File: src/slsc_pkg.sv
// Shared types and constants for the spotlight luminance scaler.
// Used by slsc_isqrt, spotlight_luminance_scaler_top and its testbench; depends on nothing.
`timescale 1ns / 1ps

package slsc_pkg;

    localparam int CENTER_BITS  = 14;
    localparam int DIFF_BITS    = 15;
    localparam int DIST_BITS    = 8;
    localparam int SQ_BITS      = 16;
    localparam int SUM_BITS     = 17;
    localparam int SQRT_LAT     = 4;
    localparam int CFG_IDX_BITS = 1;

    localparam int NEAR_LIMIT    = 160;
    localparam int NEAR_SQ_LIMIT = 25921;
    localparam int FULL_SPAN     = 200;
    localparam int FAR_FACTOR    = 40;
    localparam int SPAN_SHIFT    = 3;
    localparam int SPAN_ODD      = 25;

    localparam logic [CFG_IDX_BITS-1:0] REG_CENTER_X = 1'b0;
    localparam logic [CFG_IDX_BITS-1:0] REG_CENTER_Y = 1'b1;

    typedef logic [CENTER_BITS-1:0] t_center;
    typedef logic [SQ_BITS-1:0]     t_square;
    typedef logic [DIST_BITS-1:0]   t_dist;

endpackage

File: src/slsc_isqrt.sv
// Pipelined floor square root of a 16-bit value, two result bits per stage.
// Depends on slsc_pkg for widths and the stage count.
`timescale 1ns / 1ps

module slsc_isqrt (
    input  logic            i_clk,
    input  slsc_pkg::t_square i_n,
    output slsc_pkg::t_dist   o_root
);
    import slsc_pkg::*;

    localparam int REM_BITS = 10;

    typedef struct packed {
        logic [REM_BITS-1:0]  rem;
        logic [DIST_BITS-1:0] root;
        logic [SQ_BITS-1:0]   n;
    } t_sqrt_st;

    function automatic t_sqrt_st sqrt_step(input t_sqrt_st s);
        logic [REM_BITS+1:0] rem_sh;
        logic [REM_BITS+1:0] trial;
        logic [REM_BITS+1:0] diff;
        t_sqrt_st            o;
        rem_sh = {s.rem, s.n[SQ_BITS-1 -: 2]};
        trial  = {{(REM_BITS-DIST_BITS){1'b0}}, s.root, 2'b01};
        diff   = rem_sh - trial;
        o.n    = s.n << 2;
        if (rem_sh >= trial) begin
            o.rem  = diff[REM_BITS-1:0];
            o.root = {s.root[DIST_BITS-2:0], 1'b1};
        end else begin
            o.rem  = rem_sh[REM_BITS-1:0];
            o.root = {s.root[DIST_BITS-2:0], 1'b0};
        end
        return o;
    endfunction

    t_sqrt_st r_st [0:SQRT_LAT-1];

    for (genvar g = 0; g < SQRT_LAT; g++) begin : g_stage
        t_sqrt_st w_in;
        if (g == 0) begin : g_first
            assign w_in = '{rem: '0, root: '0, n: i_n};
        end else begin : g_next
            assign w_in = r_st[g-1];
        end
        always_ff @(posedge i_clk) begin
            r_st[g] <= sqrt_step(sqrt_step(w_in));
        end
    end

    assign o_root = r_st[SQRT_LAT-1].root;

endmodule

File: src/spotlight_luminance_scaler_top.sv
// Radial spotlight vignette on a luminance stream: top level.
// Depends on slsc_pkg and slsc_isqrt.
`timescale 1ns / 1ps

// Usage:
// A request is presented on i_pixel_x, i_pixel_y and i_lum_in with start high.
// busy is always low, so a request is taken in every cycle that start is high.
// Each request yields one result on o_lum_out, marked by o_done for one cycle,
// in request order.
// Throughput is one pixel per clock; the twelve-stage pipeline, with the square
// root spread over four stages and the divide by 200 done as a shift and a
// reciprocal multiply, sets the latency.
// The spotlight center is written through i_cfg_we, i_cfg_idx and i_cfg_data:
// index 0 is the center column, index 1 the center row, both two's complement.
// Write them only while no request is in flight.
// Reset clears both center registers to zero and drops all pending results.
// The receiver cannot stall; results appear on fixed cycles.

module spotlight_luminance_scaler_top #(
    parameter int COORD_BITS = 12,
    parameter int LUM_BITS   = 16
) (
    input  logic                         i_clk,
    input  logic                         i_rst_n,
    input  logic                         start,
    output logic                         busy,
    input  logic [COORD_BITS-1:0]        i_pixel_x,
    input  logic [COORD_BITS-1:0]        i_pixel_y,
    input  logic [LUM_BITS:0]            i_lum_in,
    output logic                         o_done,
    output logic [LUM_BITS:0]            o_lum_out,
    input  logic                         i_cfg_we,
    input  logic [slsc_pkg::CFG_IDX_BITS-1:0] i_cfg_idx,
    input  slsc_pkg::t_center            i_cfg_data
);
    import slsc_pkg::*;

    localparam int NSTAGE    = 12;
    localparam int LW        = LUM_BITS + 1;
    localparam int PROD_BITS = LW + DIST_BITS;
    localparam int YW        = PROD_BITS - SPAN_SHIFT;
    localparam int QW        = YW - 4;
    localparam longint RECIP_L = (longint'(1) << YW) / SPAN_ODD;
    localparam logic [QW-1:0] RECIP = QW'(RECIP_L);
    localparam int ABS_BITS  = DIFF_BITS - 1;

    t_center r_center_x, r_center_y;
    logic [NSTAGE-1:0] r_vld;

    logic [DIFF_BITS-1:0] r_s1_dx, r_s1_dy;
    logic [LW-1:0]        r_s1_lum;
    t_square              r_s2_sqx, r_s2_sqy;
    logic                 r_s2_box;
    logic [LW-1:0]        r_s2_lum;
    t_square              r_s3_n;
    logic                 r_s3_near;
    logic [LW-1:0]        r_s3_lum;
    logic                 r_near_dl [0:SQRT_LAT-1];
    logic [LW-1:0]        r_lum_dl  [0:SQRT_LAT-1];
    t_dist                r_s8_mult;
    logic [LW-1:0]        r_s8_lum;
    logic [PROD_BITS-1:0] r_s9_prod;
    logic [YW+QW-1:0]     r_s10_rp;
    logic [YW-1:0]        r_s10_y;
    logic [QW-1:0]        r_s11_q;
    logic [YW-1:0]        r_s11_y;
    logic [LW-1:0]        r_s12_lum;

    logic [DIFF_BITS-1:0] n_dx, n_dy;
    logic [ABS_BITS-1:0]  ax, ay;
    logic [SUM_BITS-1:0]  sq_sum;
    t_dist                root;
    logic [YW-1:0]        n_y;
    logic [YW-1:0]        q_times;
    logic [YW-1:0]        rem;
    logic [QW-1:0]        q_fix;

    assign busy = 1'b0;

    always_ff @(posedge i_clk) begin
        if (!i_rst_n) begin
            r_center_x <= '0;
            r_center_y <= '0;
            r_vld      <= '0;
        end else begin
            r_vld <= {r_vld[NSTAGE-2:0], start & ~busy};
            if (i_cfg_we) begin
                case (i_cfg_idx)
                    REG_CENTER_X: r_center_x <= i_cfg_data;
                    REG_CENTER_Y: r_center_y <= i_cfg_data;
                    default: ;
                endcase
            end
        end
    end

    assign n_dx = {{(DIFF_BITS-COORD_BITS){1'b0}}, i_pixel_x}
                - {{(DIFF_BITS-CENTER_BITS){r_center_x[CENTER_BITS-1]}}, r_center_x};
    assign n_dy = {{(DIFF_BITS-COORD_BITS){1'b0}}, i_pixel_y}
                - {{(DIFF_BITS-CENTER_BITS){r_center_y[CENTER_BITS-1]}}, r_center_y};

    always_comb begin
        logic [DIFF_BITS-1:0] neg_x, neg_y;
        neg_x = -r_s1_dx;
        neg_y = -r_s1_dy;
        ax = r_s1_dx[DIFF_BITS-1] ? neg_x[ABS_BITS-1:0] : r_s1_dx[ABS_BITS-1:0];
        ay = r_s1_dy[DIFF_BITS-1] ? neg_y[ABS_BITS-1:0] : r_s1_dy[ABS_BITS-1:0];
    end

    assign sq_sum = {1'b0, r_s2_sqx} + {1'b0, r_s2_sqy};

    always_ff @(posedge i_clk) begin
        r_s1_dx  <= n_dx;
        r_s1_dy  <= n_dy;
        r_s1_lum <= i_lum_in;

        r_s2_sqx <= ax[DIST_BITS-1:0] * ax[DIST_BITS-1:0];
        r_s2_sqy <= ay[DIST_BITS-1:0] * ay[DIST_BITS-1:0];
        r_s2_box <= (ax <= ABS_BITS'(NEAR_LIMIT)) && (ay <= ABS_BITS'(NEAR_LIMIT));
        r_s2_lum <= r_s1_lum;

        r_s3_n    <= sq_sum[SQ_BITS-1:0];
        r_s3_near <= r_s2_box && (sq_sum < SUM_BITS'(NEAR_SQ_LIMIT));
        r_s3_lum  <= r_s2_lum;
    end

    slsc_isqrt u_isqrt (
        .i_clk  (i_clk),
        .i_n    (r_s3_n),
        .o_root (root)
    );

    always_ff @(posedge i_clk) begin
        r_near_dl[0] <= r_s3_near;
        r_lum_dl[0]  <= r_s3_lum;
        for (int k = 1; k < SQRT_LAT; k++) begin
            r_near_dl[k] <= r_near_dl[k-1];
            r_lum_dl[k]  <= r_lum_dl[k-1];
        end
    end

    assign n_y     = r_s9_prod[PROD_BITS-1:SPAN_SHIFT];
    assign q_times = YW'({r_s11_q, 4'b0000}) + YW'({r_s11_q, 3'b000}) + YW'(r_s11_q);
    assign rem     = r_s11_y - q_times;
    assign q_fix   = (rem >= YW'(SPAN_ODD)) ? r_s11_q + QW'(1) : r_s11_q;

    always_ff @(posedge i_clk) begin
        r_s8_mult <= r_near_dl[SQRT_LAT-1] ? DIST_BITS'(FULL_SPAN) - root
                                            : DIST_BITS'(FAR_FACTOR);
        r_s8_lum  <= r_lum_dl[SQRT_LAT-1];

        r_s9_prod <= PROD_BITS'(r_s8_lum) * PROD_BITS'(r_s8_mult);

        r_s10_rp  <= (YW+QW)'(n_y) * (YW+QW)'(RECIP);
        r_s10_y   <= n_y;

        r_s11_q   <= r_s10_rp[YW+QW-1:YW];
        r_s11_y   <= r_s10_y;

        r_s12_lum <= q_fix[LW-1:0];
    end

    assign o_done    = r_vld[NSTAGE-1];
    assign o_lum_out = r_s12_lum;

endmodule

File: config.mk
export PLATFORM = sky130hd
export DESIGN_NAME = spotlight_luminance_scaler_top
export DESIGN_NICKNAME = d
export VERILOG_FILES = /design/src/slsc_pkg.sv /design/src/slsc_isqrt.sv /design/src/spotlight_luminance_scaler_top.sv
export SDC_FILE = /design/constraint.sdc
export NUM_CORES = 2
export LEC_CHECK = 0
export BUFFER_PORTS_ARGS = -buffer_cell sky130_fd_sc_hd__buf_2
export CELL_PAD_IN_SITES_DETAIL_PLACEMENT = 1
export CELL_PAD_IN_SITES_GLOBAL_PLACEMENT = 2
export CORE_UTILIZATION = 42
export DETAILED_ROUTE_END_ITERATION = 7
export GPL_TIMING_DRIVEN = 0
export PLACE_DENSITY = 0.89
export SYNTH_ARGS = -nofsm -noshare
export SYNTH_HDL_FRONTEND = slang
export SYNTH_SLANG_ARGS = --single-unit
File: constraint.sdc
create_clock -name i_clk -period 6.7 [get_ports i_clk]
set_input_delay 0.67 -clock i_clk [delete_from_list [all_inputs] [get_ports i_clk]]
set_output_delay 0.67 -clock i_clk [all_outputs]
set_load 0.01 [all_outputs]
Yosys cells after proc, flatten, opt, wreduce, memory -nomap -nowiden
Memory sizes are Yosys's and may differ from the RTL's. A register that Yosys moved wholly into a read port is not among the register bits.
Cells that the tools add are included.
Operators by class
  $add $sub $neg: 18
  $mul: 4
  $lt $le $gt $ge: 12
  muxes and demuxes: 11
  bitwise logic cells: 1
  reductions and logical operators: 4
Operators with widths (number)
  $mux 18: 8
  $ge 12x10->1: 7
  $sub 10x10->10: 7
  $mul 22x16->38 const B: 1
  $mul 8x8->16: 2
  $sub 13x14->15: 2
  $le 14x8->1 const B: 2
  $mux 14: 2
  $neg 14->14: 2
  $mul 17x8->25: 1
  $add 22x18->22: 1
  $add 22x21->22: 1
  $ge 22x5->1 const B: 1
  $sub 22x22->22: 1
  $add 16x16->17: 1
  $add 17x1->17 const B: 1
  $lt 17x15->1 const B: 1
  $mux 17: 1
  $sub 8x8->8 const A: 1
  $reduce_and 2->1: 2
  $sub 2x1->3 const B: 1
  $ge 2x1->1 const B: 1
  $logic_and 1x1->1: 2
  $not 1->1: 1
Storage, ports and cells
  register bits: 321
  memory bits (writable): 192
  bits of input ports: 60
  output and inout port bits: 19
  word-level logic and storage cells: 73
  memories kept: 3
Memory list
  u_isqrt.r_st: words 4, width 30, rd ports 4, clocked after memory_dff 0, wr ports 4, RTL line slsc_isqrt.sv:39  | t_sqrt_st r_st [0:SQRT_LAT-1];
  r_lum_dl: words 4, width 17, rd ports 4, clocked after memory_dff 1, wr ports 4, RTL line spotlight_luminance_scaler_top.sv:59  | logic [LW-1:0] r_lum_dl [0:SQRT_LAT-1];
  r_near_dl: words 4, width 1, rd ports 4, clocked after memory_dff 0, wr ports 4, RTL line spotlight_luminance_scaler_top.sv:58  | logic r_near_dl [0:SQRT_LAT-1];

Depth between registers and ports, before layout
  depth in word-level cells: 5
  gate-level depth with buffers: 26
  gate-level depth less buffers: 26

By module
A second synthesis with hierarchy kept.
Unflattened totals
  cell total of the unflattened synthesis: 3095
  area, all modules: 30695.7 um^2
Modules (own cells, without submodules)
  spotlight_luminance_scaler_top: instances 1, cells an instance 2690, area each 26882.0 um^2, seq. area each 7707.4 um^2
  slsc_isqrt: instances 1, cells an instance 405, area each 3813.7 um^2, seq. area each 1441.4 um^2

Worst setup path after synthesis
OpenSTA, ideal clock, no wires.
  kind: register to register
  from: reg r_s9_prod[11]
  to: reg r_s10_rp[36]
  setup time: 118 ps
  arrival time: 5891 ps
  data required time: 6582 ps
  setup slack: 691 ps
  stages on the path, launching flop included: 24
  path buffers: 0
  period minus slack after synthesis: 6009 ps
  cell sequence: dfxtp_1 > ha_1 > inv_1 > fa_1 > inv_1 > fa_1 > inv_1 > fa_1 > inv_1 > fa_1 > inv_1 > fa_1 > inv_1 > ha_1 > a211oi_1 > o211ai_1 > nor4_1 > nor3_1 > o31a_1 > a41o_1 > a221o_1 > o21a_1 > nor3_1 > nor2_1
On the way
  cells in the longest elaborated chain, start to end: 1
RTL lines
  start: declaration: RTL line spotlight_luminance_scaler_top.sv:62  | logic [PROD_BITS-1:0] r_s9_prod;
  start signal: assignment: RTL line spotlight_luminance_scaler_top.sv:152  | r_s9_prod <= PROD_BITS'(r_s8_lum) * PROD_BITS'(r_s8_mult);
  $mul 22x16->38: RTL line spotlight_luminance_scaler_top.sv:154  | r_s10_rp <= (YW+QW)'(n_y) * (YW+QW)'(RECIP);
  end signal: assignment: RTL line spotlight_luminance_scaler_top.sv:154
  end: declaration: RTL line spotlight_luminance_scaler_top.sv:63  | logic [YW+QW-1:0] r_s10_rp;
No other way between the ends.
A chain may end at the register's enable or synchronous reset.

Final worst setup path
  from: reg r_s9_prod[7]
  to: reg r_s10_rp[36]
Same word-level chain as after synthesis.

==> results.yml <==
finish:
  final_cells: 4281
  multi_input_area_sq_um: 19100
  final_common_cell: "inv_1"
  mostFrequentLayoutCells: "inv_1 (640), dfxtp_1 (447), ha_1 (382)"
  layout-drive-gt1-share_pct: 7.27
  regArea_sq_um: 9160
  final_nets: 4055
  final_area_sq_um: 34300
  antenna_cells: 0
  syn_to_final_growth_pct: 11.8
  n_fill_cell: 8235
synthesis:
  avgSynthCellArea_sq_um: 9.78
  synthArstFlopShare_pct: 0
  yosys_warnings: 0
  yosysSeqAreaShare_pct: 29.8
  syn_area_sq_um: 30700
  synth_edf_count: 0
  ys_types: 79
  synth-seq-cells: 456
  syn_inst: 3136
  ys.flop_type: "dfxtp_1"
cts:
  cts_root_buf: "clkbuf_16"
  holdBufCountCts: 0
  numCtsBuffers: 52
  cts_tree: "done"
  cts.sinks: 456
  htree_levels: 2
  clkTransAtPathRegs_ns: 0.06
  clockBufferDepth: 3
  clk_latency_ns: 0.62
setup_path:
  worstSetupPathType: "register to register"
  crit_fanout: 7
  crit_buf_inv: 6
  arrival_ns: 7.00
  worst_path_max_delay_cell: "fa_1"
  cp-end-kind: "register"
  max_stage_delay_ns: 0.55
  required_ns: 7.19
  crit_top_cell: "inv_1"
  crit_chain: "inv_1 -> fa_1 -> inv_1 -> ha_1 -> fa_1 -> inv_1 -> fa_1 -> inv_1 -> fa_1 -> inv_1 -> fa_1 -> inv_1 -> ha_4 -> a211oi_4 -> o211ai_1 -> nor4_4 -> nor3_2 -> o31a_1 -> a41o_4 -> a221o_1 -> o21a_1 -> nor3_2 -> nor2_1"
  cpLargestDelayFamily: "adder cells"
  worstSetupStartpointType: "register"
grt:
  grt_antenna_before_repair: 0
  grt-ovfl-total: 0
  grt_max_degree: 15
  grt_usage_pct: 18.6
  grt_pass1_vias: 22760
  grt_first_pass_wirelength_microns: 112000
timing:
  fmax_ghz: 0.153
  relSlewSlack_pct: 18.8
  whs_ns: 0.151
  finClkSkew_ns: 0.0271
  tns_ns: 0
  drv_slew: 0
  finalHoldViolCount: 0
  max_slew.worst_pin.slew_ns: 1.21
  post-route-period-util_pct: 97.3
  finalSetupViolCount: 0
  min_period_ns: 6.52
floorplanning:
  io_pins: 79
  die_h_microns: 272
  fp.dieArea_sq_um: 74100
  row_count: 98
  initial_core_util_pct: 42.7
  die_x_microns: 272
  core_area_sq_um: 71900
outcome:
  outcome: "completed"
placement:
  dp_cells: 4166
  io_buffers: 76
  gp_congestion: 0.855
  dp_hpwl_microns: 53800
  placed_area_sq_um: 32300
drt:
  via_per_inst: 4.89
  antenna_left: 0
  vias: 20951
  drt_iter0_drc: 709
  dr.pass1.iters: 5
  wl_per_cell_microns: 15.4
  wl_microns: 66100
  drcViolationCount: 0
hold_path:
  hold_path_class: "input pin to register"
job:
  maxCapViolCount: 0
-- routing by layer --
metal	track usage, %	share of wire (%)	up-vias
met1	23.0	44	10388
met3	2.33	2.5	86
li1	-	-	10285
met4	4.66	1.9	0
met5	0	0	-
met2	34.1	52	192
-- layout make-up --
class / instances / area share (%)
clock buffer: 63 / 4.06
sequential: 456 / 26.7
clock inverter: 33 / 1.12
inverter: 642 / 7.04
timing repair buffer: 95 / 1.53
buffer: 34 / 0.412
multi-input combinational: 2008 / 55.7
tap: 950 / 3.47
-- cells in the mapped netlist (all sizes together) (6+ instances only) --
library cell / n / area share (%)
nand4: 17 / 0.35
fa: 323 / 21
nor2b: 27 / 0.55
o211ai: 14 / 0.34
mux2: 7 / 0.28
inv: 642 / 7.9
and2: 87 / 1.8
a31oi: 7 / 0.14
nand2: 244 / 3.0
nand2b: 22 / 0.45
dfxtp: 456 / 30
o21bai: 15 / 0.37
o41ai: 6 / 0.17
clkbuf: 28 / 0.34
nor3: 35 / 0.61
xor2: 49 / 1.4
xnor2: 115 / 3.3
nand3: 26 / 0.42
nor4: 12 / 0.24
o21ai: 93 / 1.5
o21a: 23 / 0.56
ha: 383 / 16
nor2: 175 / 2.1
a21boi: 43 / 1.1
a21o: 26 / 0.64
and3: 13 / 0.27
o31ai: 13 / 0.32
or3: 15 / 0.31
a21oi: 100 / 1.7
a2111oi: 6 / 0.17
a211oi: 10 / 0.24
mux2i: 14 / 0.46
buf: 6 / 0.12
-- path summary, 6_finish.rpt --
kind | start | endpoint | slack [ns] | cells after the start
worst max-delay path | r_s9_prod[7] | r_s10_rp[36] | 0.18 | 23
worst min-delay path | i_lum_in[7] | r_s1_lum[7] | 0.15 | 1
worst max register to register | r_s9_prod[7] | r_s10_rp[36] | 0.18 | 23
worst min register to register | r_s2_lum[12] | r_s3_lum[12] | 0.30 | 0
-- repair_timing --
action                     in CTS  in global routing
gates resized for setup        19                 10
setup buffers                   1                 18
pin swaps                       2                  7
gates cloned                    0                  0
setup endpoints to repair      15                 10
-- flip-flops by register name, summed over array words and instances (netlist names), 16 cells and up --
register,cells
r_s3_lum,17
r_s2_lum,17
r_s8_lum,17
r_s9_prod,22
r_s11_q,18
r_s3_n,16
r_s1_lum,17
u_isqrt.r_st,71
o_lum_out,17
r_lum_dl,68
r_s10_rp,18
r_s11_y,22
r_s10_y,22
-- through the flow --
stage / setup slack (ns) / utilization [%]
floorplan: 0.691 / -
global placement: -0.745 / 44.9
detailed placement: -0.841 / 44.9
CTS: 0.00796 / 47.4
global route: -0.156 / 47.7
finish: 0.181 / 47.7
-- logic make-up after synthesis --
family          after synthesis  synth area share (%)
compound gates              410                  8.91
xor+xnor                    164                  4.68
fa+ha+maj                   706                  36.7
buf+inv                     676                  8.32
flops                       456                  29.8
mux                          21                 0.738
other cells                   1                0.0122
simple gates                702                  10.9
Power is left out: the tool's default activity adds up to more than one toggle a clock period on the data nets, which glitch-free logic cannot reach.
